File: src/design/cdec_pkg.sv
package cdec_pkg;

   localparam int MAX_CLASSES = 8192;
   localparam int MAX_STEPS   = 64;

   localparam int SCORE_W = 16;
   localparam int CLASS_W = $clog2(MAX_CLASSES);
   localparam int CNT_W   = $clog2(MAX_STEPS + 1);
   localparam int SUM_W   = SCORE_W + $clog2(MAX_STEPS + 1);
   localparam int INDEX_W = 13;
   localparam int DICT_W  = 13;
   localparam int TOTAL_W = 7;
   localparam int DIV_CNT_W = $clog2(SUM_W + 1);

   localparam logic [CLASS_W-1:0] CLASS_LAST = CLASS_W'(MAX_CLASSES - 1);
   localparam logic [CNT_W-1:0]   STEPS_MAX  = CNT_W'(MAX_STEPS);

   localparam logic KIND_CHAR    = 1'b0;
   localparam logic KIND_SUMMARY = 1'b1;

   typedef enum logic [1:0] {
      ST_RUN,
      ST_DIV_LOAD,
      ST_DIV_RUN,
      ST_SUMMARY
   } state_type;

   typedef struct packed {
      logic accept;
      logic load_char;
      logic load_summary;
      logic div_start;
   } cmd_type;

   typedef struct packed {
      logic keep;
      logic div_done;
   } status_type;

endpackage

File: src/design/cdec_divider.sv
module cdec_divider
   import cdec_pkg::*;
(
   input  logic               clock,
   input  logic               reset,
   input  logic               start,
   input  logic [SUM_W-1:0]   dividend,
   input  logic [CNT_W-1:0]   divisor,
   output logic               done,
   output logic [SCORE_W-1:0] quotient
);

   logic [SUM_W-1:0]     quo_ff, quo_in;
   logic [CNT_W-1:0]     rem_ff, rem_in;
   logic [CNT_W-1:0]     div_ff, div_in;
   logic [DIV_CNT_W-1:0] cnt_ff, cnt_in;
   logic                 busy_ff, busy_in;
   logic [CNT_W:0]       trial;
   logic [CNT_W:0]       diff;

   always_comb begin
      trial  = {rem_ff, quo_ff[SUM_W-1]};
      diff   = trial - {1'b0, div_ff};
      quo_in = quo_ff;
      rem_in = rem_ff;
      div_in = div_ff;
      cnt_in = cnt_ff;
      busy_in = busy_ff;
      if (start) begin
         quo_in  = dividend;
         rem_in  = '0;
         div_in  = divisor;
         cnt_in  = DIV_CNT_W'(SUM_W);
         busy_in = 1'b1;
      end else if (busy_ff) begin
         if (trial >= {1'b0, div_ff}) begin
            rem_in = diff[CNT_W-1:0];
            quo_in = {quo_ff[SUM_W-2:0], 1'b1};
         end else begin
            rem_in = trial[CNT_W-1:0];
            quo_in = {quo_ff[SUM_W-2:0], 1'b0};
         end
         cnt_in = cnt_ff - 1'b1;
         if (cnt_ff == DIV_CNT_W'(1)) begin
            busy_in = 1'b0;
         end
      end
   end

   always_ff @(posedge clock) begin
      if (reset) begin
         busy_ff <= 1'b0;
         cnt_ff  <= '0;
      end else begin
         busy_ff <= busy_in;
         cnt_ff  <= cnt_in;
      end
      quo_ff <= quo_in;
      rem_ff <= rem_in;
      div_ff <= div_in;
   end

   assign done     = !busy_ff;
   assign quotient = (div_ff == '0) ? '0 : quo_ff[SCORE_W-1:0];

endmodule

File: src/design/cdec_datapath.sv
module cdec_datapath
   import cdec_pkg::*;
(
   input  logic               clock,
   input  logic               reset,
   input  cmd_type            cmd,
   output status_type         status,
   input  logic               csr_write_enable,
   input  logic [DICT_W-1:0]  csr_write_data,
   input  logic [SCORE_W-1:0] req_score,
   input  logic               req_step_end,
   output logic               rsp_kind,
   output logic [INDEX_W-1:0] rsp_char_index,
   output logic               rsp_in_dictionary,
   output logic [SCORE_W-1:0] rsp_char_score,
   output logic [SCORE_W-1:0] rsp_avg_confidence,
   output logic [TOTAL_W-1:0] rsp_char_total,
   output logic               rsp_last
);

   logic [DICT_W-1:0]  dict_ff;
   logic [CLASS_W-1:0] class_ff, class_in;
   logic [SCORE_W-1:0] best_ff, best_in;
   logic [CLASS_W-1:0] best_class_ff, best_class_in;
   logic [CLASS_W-1:0] prev_ff, prev_in;
   logic [SUM_W-1:0]   sum_ff, sum_in;
   logic [CNT_W-1:0]   count_ff, count_in;

   logic               take;
   logic               keep;
   logic               div_done;
   logic [SCORE_W-1:0] win_score;
   logic [CLASS_W-1:0] win_class;
   logic [INDEX_W-1:0] win_index;
   logic [CNT_W-1:0]   count_inc;
   logic [SCORE_W-1:0] quotient;

   logic               kind_ff;
   logic [INDEX_W-1:0] index_ff;
   logic               indict_ff;
   logic [SCORE_W-1:0] score_ff;
   logic [SCORE_W-1:0] avg_ff;
   logic [TOTAL_W-1:0] total_ff;
   logic               last_ff;

   cdec_divider u_divider (
      .clock    (clock),
      .reset    (reset),
      .start    (cmd.div_start),
      .dividend (sum_ff),
      .divisor  (count_ff),
      .done     (div_done),
      .quotient (quotient)
   );

   assign status = '{keep: keep, div_done: div_done};

   always_comb begin
      take      = (class_ff == '0) || (req_score > best_ff);
      win_score = take ? req_score : best_ff;
      win_class = take ? class_ff : best_class_ff;
      win_index = INDEX_W'(win_class - 1'b1);
      count_inc = count_ff + 1'b1;
      keep      = (win_class != '0) && (win_class != prev_ff) && (count_ff < STEPS_MAX);

      class_in      = class_ff;
      best_in       = best_ff;
      best_class_in = best_class_ff;
      prev_in       = prev_ff;
      sum_in        = sum_ff;
      count_in      = count_ff;
      if (cmd.accept) begin
         if (req_step_end) begin
            class_in      = '0;
            best_in       = '0;
            best_class_in = '0;
            prev_in       = win_class;
            if (keep) begin
               sum_in   = sum_ff + SUM_W'(win_score);
               count_in = count_inc;
            end
         end else begin
            best_in       = win_score;
            best_class_in = win_class;
            if (class_ff != CLASS_LAST) begin
               class_in = class_ff + 1'b1;
            end
         end
      end
      if (cmd.load_summary) begin
         prev_in  = '0;
         sum_in   = '0;
         count_in = '0;
      end
   end

   always_ff @(posedge clock) begin
      if (reset) begin
         dict_ff       <= '0;
         class_ff      <= '0;
         best_ff       <= '0;
         best_class_ff <= '0;
         prev_ff       <= '0;
         sum_ff        <= '0;
         count_ff      <= '0;
      end else begin
         if (csr_write_enable) begin
            dict_ff <= csr_write_data;
         end
         class_ff      <= class_in;
         best_ff       <= best_in;
         best_class_ff <= best_class_in;
         prev_ff       <= prev_in;
         sum_ff        <= sum_in;
         count_ff      <= count_in;
      end
   end

   always_ff @(posedge clock) begin
      if (cmd.load_char) begin
         kind_ff   <= KIND_CHAR;
         index_ff  <= win_index;
         indict_ff <= (DICT_W'(win_index) < dict_ff);
         score_ff  <= win_score;
         avg_ff    <= '0;
         total_ff  <= TOTAL_W'(count_inc);
         last_ff   <= 1'b0;
      end else if (cmd.load_summary) begin
         kind_ff   <= KIND_SUMMARY;
         index_ff  <= '0;
         indict_ff <= 1'b0;
         score_ff  <= '0;
         avg_ff    <= quotient;
         total_ff  <= TOTAL_W'(count_ff);
         last_ff   <= 1'b1;
      end
   end

   assign rsp_kind           = kind_ff;
   assign rsp_char_index     = index_ff;
   assign rsp_in_dictionary  = indict_ff;
   assign rsp_char_score     = score_ff;
   assign rsp_avg_confidence = avg_ff;
   assign rsp_char_total     = total_ff;
   assign rsp_last           = last_ff;

endmodule

File: src/design/cdec_controller.sv
module cdec_controller
   import cdec_pkg::*;
(
   input  logic       clock,
   input  logic       reset,
   input  logic       req_valid,
   output logic       req_ready,
   input  logic       req_step_end,
   input  logic       req_sequence_end,
   output logic       rsp_valid,
   input  logic       rsp_ready,
   input  status_type status,
   output cmd_type    cmd
);

   state_type state_ff, state_in;
   logic      rsp_valid_ff, rsp_valid_in;
   logic      out_free;

   always_comb begin
      out_free  = !rsp_valid_ff || rsp_ready;
      req_ready = (state_ff == ST_RUN) && out_free;
      cmd       = '0;
      cmd.accept = req_valid && req_ready;
      state_in  = state_ff;
      unique case (state_ff)
         ST_RUN: begin
            if (cmd.accept && req_step_end) begin
               cmd.load_char = status.keep;
               if (req_sequence_end) begin
                  state_in = ST_DIV_LOAD;
               end
            end
         end
         ST_DIV_LOAD: begin
            cmd.div_start = 1'b1;
            state_in      = ST_DIV_RUN;
         end
         ST_DIV_RUN: begin
            if (status.div_done) begin
               state_in = ST_SUMMARY;
            end
         end
         ST_SUMMARY: begin
            if (out_free) begin
               cmd.load_summary = 1'b1;
               state_in         = ST_RUN;
            end
         end
         default: state_in = ST_RUN;
      endcase
      if (cmd.load_char || cmd.load_summary) begin
         rsp_valid_in = 1'b1;
      end else if (rsp_ready) begin
         rsp_valid_in = 1'b0;
      end else begin
         rsp_valid_in = rsp_valid_ff;
      end
   end

   always_ff @(posedge clock) begin
      if (reset) begin
         state_ff     <= ST_RUN;
         rsp_valid_ff <= 1'b0;
      end else begin
         state_ff     <= state_in;
         rsp_valid_ff <= rsp_valid_in;
      end
   end

   assign rsp_valid = rsp_valid_ff;

endmodule

File: src/design/ctc_greedy_decoder.sv
// Channel  Handshake              Payload
// req      req_valid/req_ready    score, step_end, sequence_end
// rsp      rsp_valid/rsp_ready    kind, char_index, in_dictionary, char_score,
//                                 avg_confidence, char_total, last
// csr      csr_write_enable       csr_write_data (dictionary entry count)
//
// One score item a cycle while the output register is free or being taken.
// A sequence end holds the input through the divider load, divide and summary states plus any wait on the output:
// the average comes from a radix-2 divider, one quotient bit a cycle (23 bits).
// Synchronous active-high reset; no clearing pass, ready the cycle after.
// A stalled result holds in the output register and stalls the input.
module ctc_greedy_decoder
   import cdec_pkg::*;
(
   input  logic               clock,
   input  logic               reset,
   input  logic               req_valid,
   output logic               req_ready,
   input  logic [SCORE_W-1:0] req_score,
   input  logic               req_step_end,
   input  logic               req_sequence_end,
   output logic               rsp_valid,
   input  logic               rsp_ready,
   output logic               rsp_kind,
   output logic [INDEX_W-1:0] rsp_char_index,
   output logic               rsp_in_dictionary,
   output logic [SCORE_W-1:0] rsp_char_score,
   output logic [SCORE_W-1:0] rsp_avg_confidence,
   output logic [TOTAL_W-1:0] rsp_char_total,
   output logic               rsp_last,
   input  logic               csr_write_enable,
   input  logic [DICT_W-1:0]  csr_write_data
);

   cmd_type    cmd;
   status_type status;

   cdec_controller u_controller (
      .clock            (clock),
      .reset            (reset),
      .req_valid        (req_valid),
      .req_ready        (req_ready),
      .req_step_end     (req_step_end),
      .req_sequence_end (req_sequence_end),
      .rsp_valid        (rsp_valid),
      .rsp_ready        (rsp_ready),
      .status           (status),
      .cmd              (cmd)
   );

   cdec_datapath u_datapath (
      .clock              (clock),
      .reset              (reset),
      .cmd                (cmd),
      .status             (status),
      .csr_write_enable   (csr_write_enable),
      .csr_write_data     (csr_write_data),
      .req_score          (req_score),
      .req_step_end       (req_step_end),
      .rsp_kind           (rsp_kind),
      .rsp_char_index     (rsp_char_index),
      .rsp_in_dictionary  (rsp_in_dictionary),
      .rsp_char_score     (rsp_char_score),
      .rsp_avg_confidence (rsp_avg_confidence),
      .rsp_char_total     (rsp_char_total),
      .rsp_last           (rsp_last)
   );

endmodule
File: config.mk
export PLATFORM = sky130hd
export DESIGN_NAME = ctc_greedy_decoder
export DESIGN_NICKNAME = d
export VERILOG_FILES = /design/src/design/cdec_pkg.sv /design/src/design/cdec_divider.sv /design/src/design/cdec_datapath.sv /design/src/design/cdec_controller.sv /design/src/design/ctc_greedy_decoder.sv
export SDC_FILE = /design/constraint.sdc
export NUM_CORES = 1
export LEC_CHECK = 0
export BUFFER_PORTS_ARGS = -buffer_cell sky130_fd_sc_hd__buf_2
export CORE_MARGIN = 10
export CORE_UTILIZATION = 45
export CTS_CLUSTER_DIAMETER = 50
export DETAILED_ROUTE_END_ITERATION = 10
export GPL_ROUTABILITY_DRIVEN = 0
export GPL_TIMING_DRIVEN = 0
export PLACE_DENSITY = 0.65
export RECOVER_POWER = 25
export SLEW_MARGIN = 10
export SYNTH_ARGS = -nofsm -noshare
export SYNTH_HDL_FRONTEND = slang
export SYNTH_SLANG_ARGS = --single-unit
export TNS_END_PERCENT = 30
File: constraint.sdc
create_clock -name clock -period 6.9 [get_ports clock]
set_input_delay 1.725 -clock clock [delete_from_list [all_inputs] [get_ports clock]]
set_output_delay 1.725 -clock clock [all_outputs]
set_load 0.02 [all_outputs]
==> metrics.md <==
| Metric | Value |
|---|---|
| Top-area cell type share of the netlist area | `between 20% and 30%` |
| Final core utilization | `between 50% and 60%` |
| Hold endpoint | `u_datapath.sum_ff[22]` |
| Synth Net Count | `1213` |
| Yosys warning count | `0` |
| Data required time at the worst endpoint | `between 7000 and 8000 ps` |
| Pint | `~2.5 mW` |
| VDD IR max | `between 0.2 and 0.25 mV` |
| Layout Cells excl Fill | `1551` |
| Layout cells sized above 1 | `around an eighth` |
| Wire length per cell | `around 18 um` |
| Depth of the worst hold-timing path | `2` |
| Post-placement cell count | `between 1500 and 2000` |
| Vias | `around 8700` |
| Chip Width | `roughly 170 um` |
| PD cells | `around 340 nW/um^2` |
| Startpoint types | `primary input` |
| Status | `completed` |
| Initial antenna violation count | `0` |
| Max transition margin | `36.9%` |
| Drt first pass iters | `5` |
| Multi-input combinational cell area | `5400 sq um` |
| Leak | `roughly 4.8 nW` |
| Final setup fails | `0` |
| Area of placed instances | `~11000 sq um` |
| Number of port buffers | `91` |
| Global Route Usage Sum | `between 10% and 20%` |
| Diodes inserted | `0` |
| Post-Synthesis Cells | `roughly 1100` |
| Sequential Power Share | `40.2%` |
| Design area | `between 10000 and 15000 sq um` |
| FF-to-FF path depth | `21` |
| Worst r2r dst | `u_datapath.sum_ff[22]` |
| Core Area | `~23000 sq um` |
| Worst slew pin tran | `between 900 and 1000 ps` |
| Max-slew violation count | `0` |
| CTS Root Cell | `clkbuf_16` |
| Post-synth cell types | `75` |
| Final #Nets | `~1300` |
| Final WL | `between 20 and 30 mm` |
| First-pass GRT wire length | `45.3 mm` |
| Avg Cell Area, Syn | `~9.5 sq um` |
| H-tree depth | `4` |
| Yosys reg bits | `roughly 200` |
| Number of global-route vias before repair | `between 8000 and 9000` |
| R2R setup slack | `1280 ps` |
| EDFF count, synth | `67` |
| Largest cells by area after synthesis | `dfxtp_1 25%, edfxtp_1 19%, ha_1 7.2%` |
| Async set or reset register ratio after synthesis | `0%` |
| CTS tree | `yes` |
| Fillers | `2187` |
| Die area | `30000 sq um` |
| Top_reg_cell synth | `dfxtp_1` |
| Starting Density | `46.2%` |
| Seq/Total Area, Yosys | `about 44%` |
| Most frequent cells in the layout | `138 x nor2_1, 131 x dfxtp_1, 70 x clkbuf_1` |
| Vias/cell | `5.63` |
| Switching power | `about 1.5 mW` |
| Fin crit share | `roughly 96%` |
| GR Overflow Total | `0` |
| Setup Crit Path Kind | `primary input to register` |
| RSZ-0062 raised after global routing | `no` |
| DP Wirelength | `21.3 mm` |
| Final min period | `6610 ps` |
| Antenna-violating nets left | `0` |
| FP Rows | `55` |
| CP max FO | `17` |
| Clk sinks | `slightly below 200` |
| Clk buf depth | `2` |
| Comb power frac | `a little over a third` |
| Die Y | `between 150 and 200 um` |
| DRC | `0` |
| Clock share of power | `between 20% and 30%` |
| Pwr Total | `4.07 mW` |
| Net Sw Frac | `between 30% and 40%` |
| Yosys top cell by area | `dfxtp_1` |
| Final clock skew | `around 13 ps` |
| Max frequency | `0.151 GHz` |
| Clock Latency Late Sink | `~450 ps` |
| Endpoints failing hold | `0` |
| Area Overhead vs Synth | `13.6%` |
| Crit end category | `register` |
| Mapped Area | `10600 sq um` |
| Total CTS buffers | `17` |
| Worst r2r src | `u_datapath.best_ff[15]` |
| CP arrival | `approximately 7000 ps` |
| Commonest non-fill, non-tap cell in the layout | `nor2_1` |
| Final worst-path setup slack | `between 200 and 300 ps` |
| Sequential cell area | `about 4600 sq um` |
| Initial drt markers | `751` |
| Clk slew on worst S/H paths | `about 80 ps` |
| Hold Crit Start | `u_datapath.sum_ff[22]` |
| Largest net degree at the start of global routing | `31` |
| I/O pins | `slightly above 90` |
| Worst hold path class | `register to register` |
| Max Cap Viol | `0` |
| Pre-CTS setup slack | `-657 ps` |
cell usage after synthesis, types with 10 or more instances:
library cell and n:
nor2_1 138, nand3_1 26, a21o_1 12, nand2b_1 17, nor3_1 23, nor2b_1 10, ha_1 61, xnor2_1 29
clkbuf_1 39, a22oi_1 36, o21ai_0 49, mux2i_1 30, nand4_1 15, a211oi_1 23, inv_1 64, edfxtp_1 67
xor2_1 23, mux2_2 26, and3_1 27, a21oi_1 65, and2_1 16, dfxtp_1 131, nand2_1 61
stage by stage:
| stage | setup TNS [ps] | hold WS, ps |
|---|---|---|
| final | 0 | 481 |
| after global placement | -14860 | 449 |
| after global routing | 0 | 496 |
| after detailed placement | -4390 | 470 |
| after floorplan | 0 | 439 |
| after CTS | 0 | 481 |
layout make-up:
cell class	instances	area share, %
Tap cell	313	3.27
Sequential cell	198	38.7
Multi-Input combinational cell	795	45.0
Inverter	64	2.00
Timing Repair Buffer	93	3.74
Buffer	56	2.30
Clock inverter	15	1.45
Clock buffer	17	3.55
worst max-delay path, cell delays in order:
cell,delay (ps)
buf_2,110
ha_1,300
a21o_1,160
a21o_1,170
a2111o_1,490
o31ai_4,320
buf_6,190
nand2_4,160
clkbuf_1,300
o21ai_1,350
inv_1,140
fa_1,450
nor2b_1,160
o31ai_1,120
a21oi_1,210
o2111ai_1,220
a311oi_1,410
o21bai_1,170
and2_1,220
nor4_1,390
mux2i_1,220
per-layer routing:
layer	global-route usage [%]	vias up	share of wire, %
met5	0	-	0
met4	5.43	0	2.1
met3	4.09	42	6.2
met2	29.7	275	46
met1	24.4	4178	46
li1	-	4237	-
power groups by stage:
| stage | registers, mW | clock network [mW] | logic [mW] |
|---|---|---|---|
| after global routing | 1.67 | 1.08 | 1.58 |
| after CTS | 1.64 | 1.03 | 1.43 |
| final | 1.64 | 1.02 | 1.41 |
| after detailed placement | 1.66 | 0 | 1.42 |
| after global placement | 1.66 | 0 | 1.39 |
| after floorplan | 1.70 | 0 | 0.972 |
worst max-delay path by stage:
| stage | to | startpoint |
|---|---|---|
| after floorplan | u_datapath.sum_ff[16] | req_score[13] |
| after global placement | u_datapath.sum_ff[22] | req_score[13] |
| after detailed placement | u_datapath.sum_ff[22] | req_score[13] |
| after CTS | u_datapath.sum_ff[22] | req_score[14] |
| after global routing | u_datapath.sum_ff[21] | req_score[13] |
| final | u_datapath.sum_ff[22] | req_score[13] |
logic make-up after synthesis:
group / Yosys count / share of synthesized area [%]
AND/OR/NAND/NOR: 369 / 17.5
AO/OA/AOI/OAI: 254 / 15.9
flip-flops: 198 / 43.9
buffers and inverters: 121 / 4.92
adder cells (fa/ha/maj): 63 / 7.61
multiplexers: 57 / 5.76
XOR/XNOR: 52 / 4.32
state kept, by name (all words and copies together), names as in the netlist:
register / flops
u_datapath.sum_ff: 23
u_datapath.u_divider.quo_ff: 23
u_datapath.best_ff: 16
u_datapath.rsp_avg_confidence: 16
u_datapath.rsp_char_score: 16
u_datapath.best_class_ff: 13
u_datapath.class_ff: 13
u_datapath.dict_ff: 13
u_datapath.prev_ff: 13
u_datapath.rsp_char_index: 13
u_datapath.count_ff: 7
u_datapath.rsp_char_total: 7
u_datapath.u_divider.div_ff: 7
u_datapath.u_divider.rem_ff: 7
u_datapath.u_divider.cnt_ff: 5
u_controller.state_ff: 2
u_controller.rsp_valid: 1
u_datapath.rsp_in_dictionary: 1
u_datapath.rsp_kind: 1
u_datapath.u_divider.busy_ff: 1
repair_timing:
| item | in CTS | in global routing |
|---|---|---|
| hold buffers | 0 | 0 |
| pin swaps | 1 | 0 |
| resized for setup | 1 | 1 |
| setup endpoints to repair | 6 | 7 |
| buffers inserted | 1 | 0 |
Note: power is estimated with default switching activity, not from simulation.
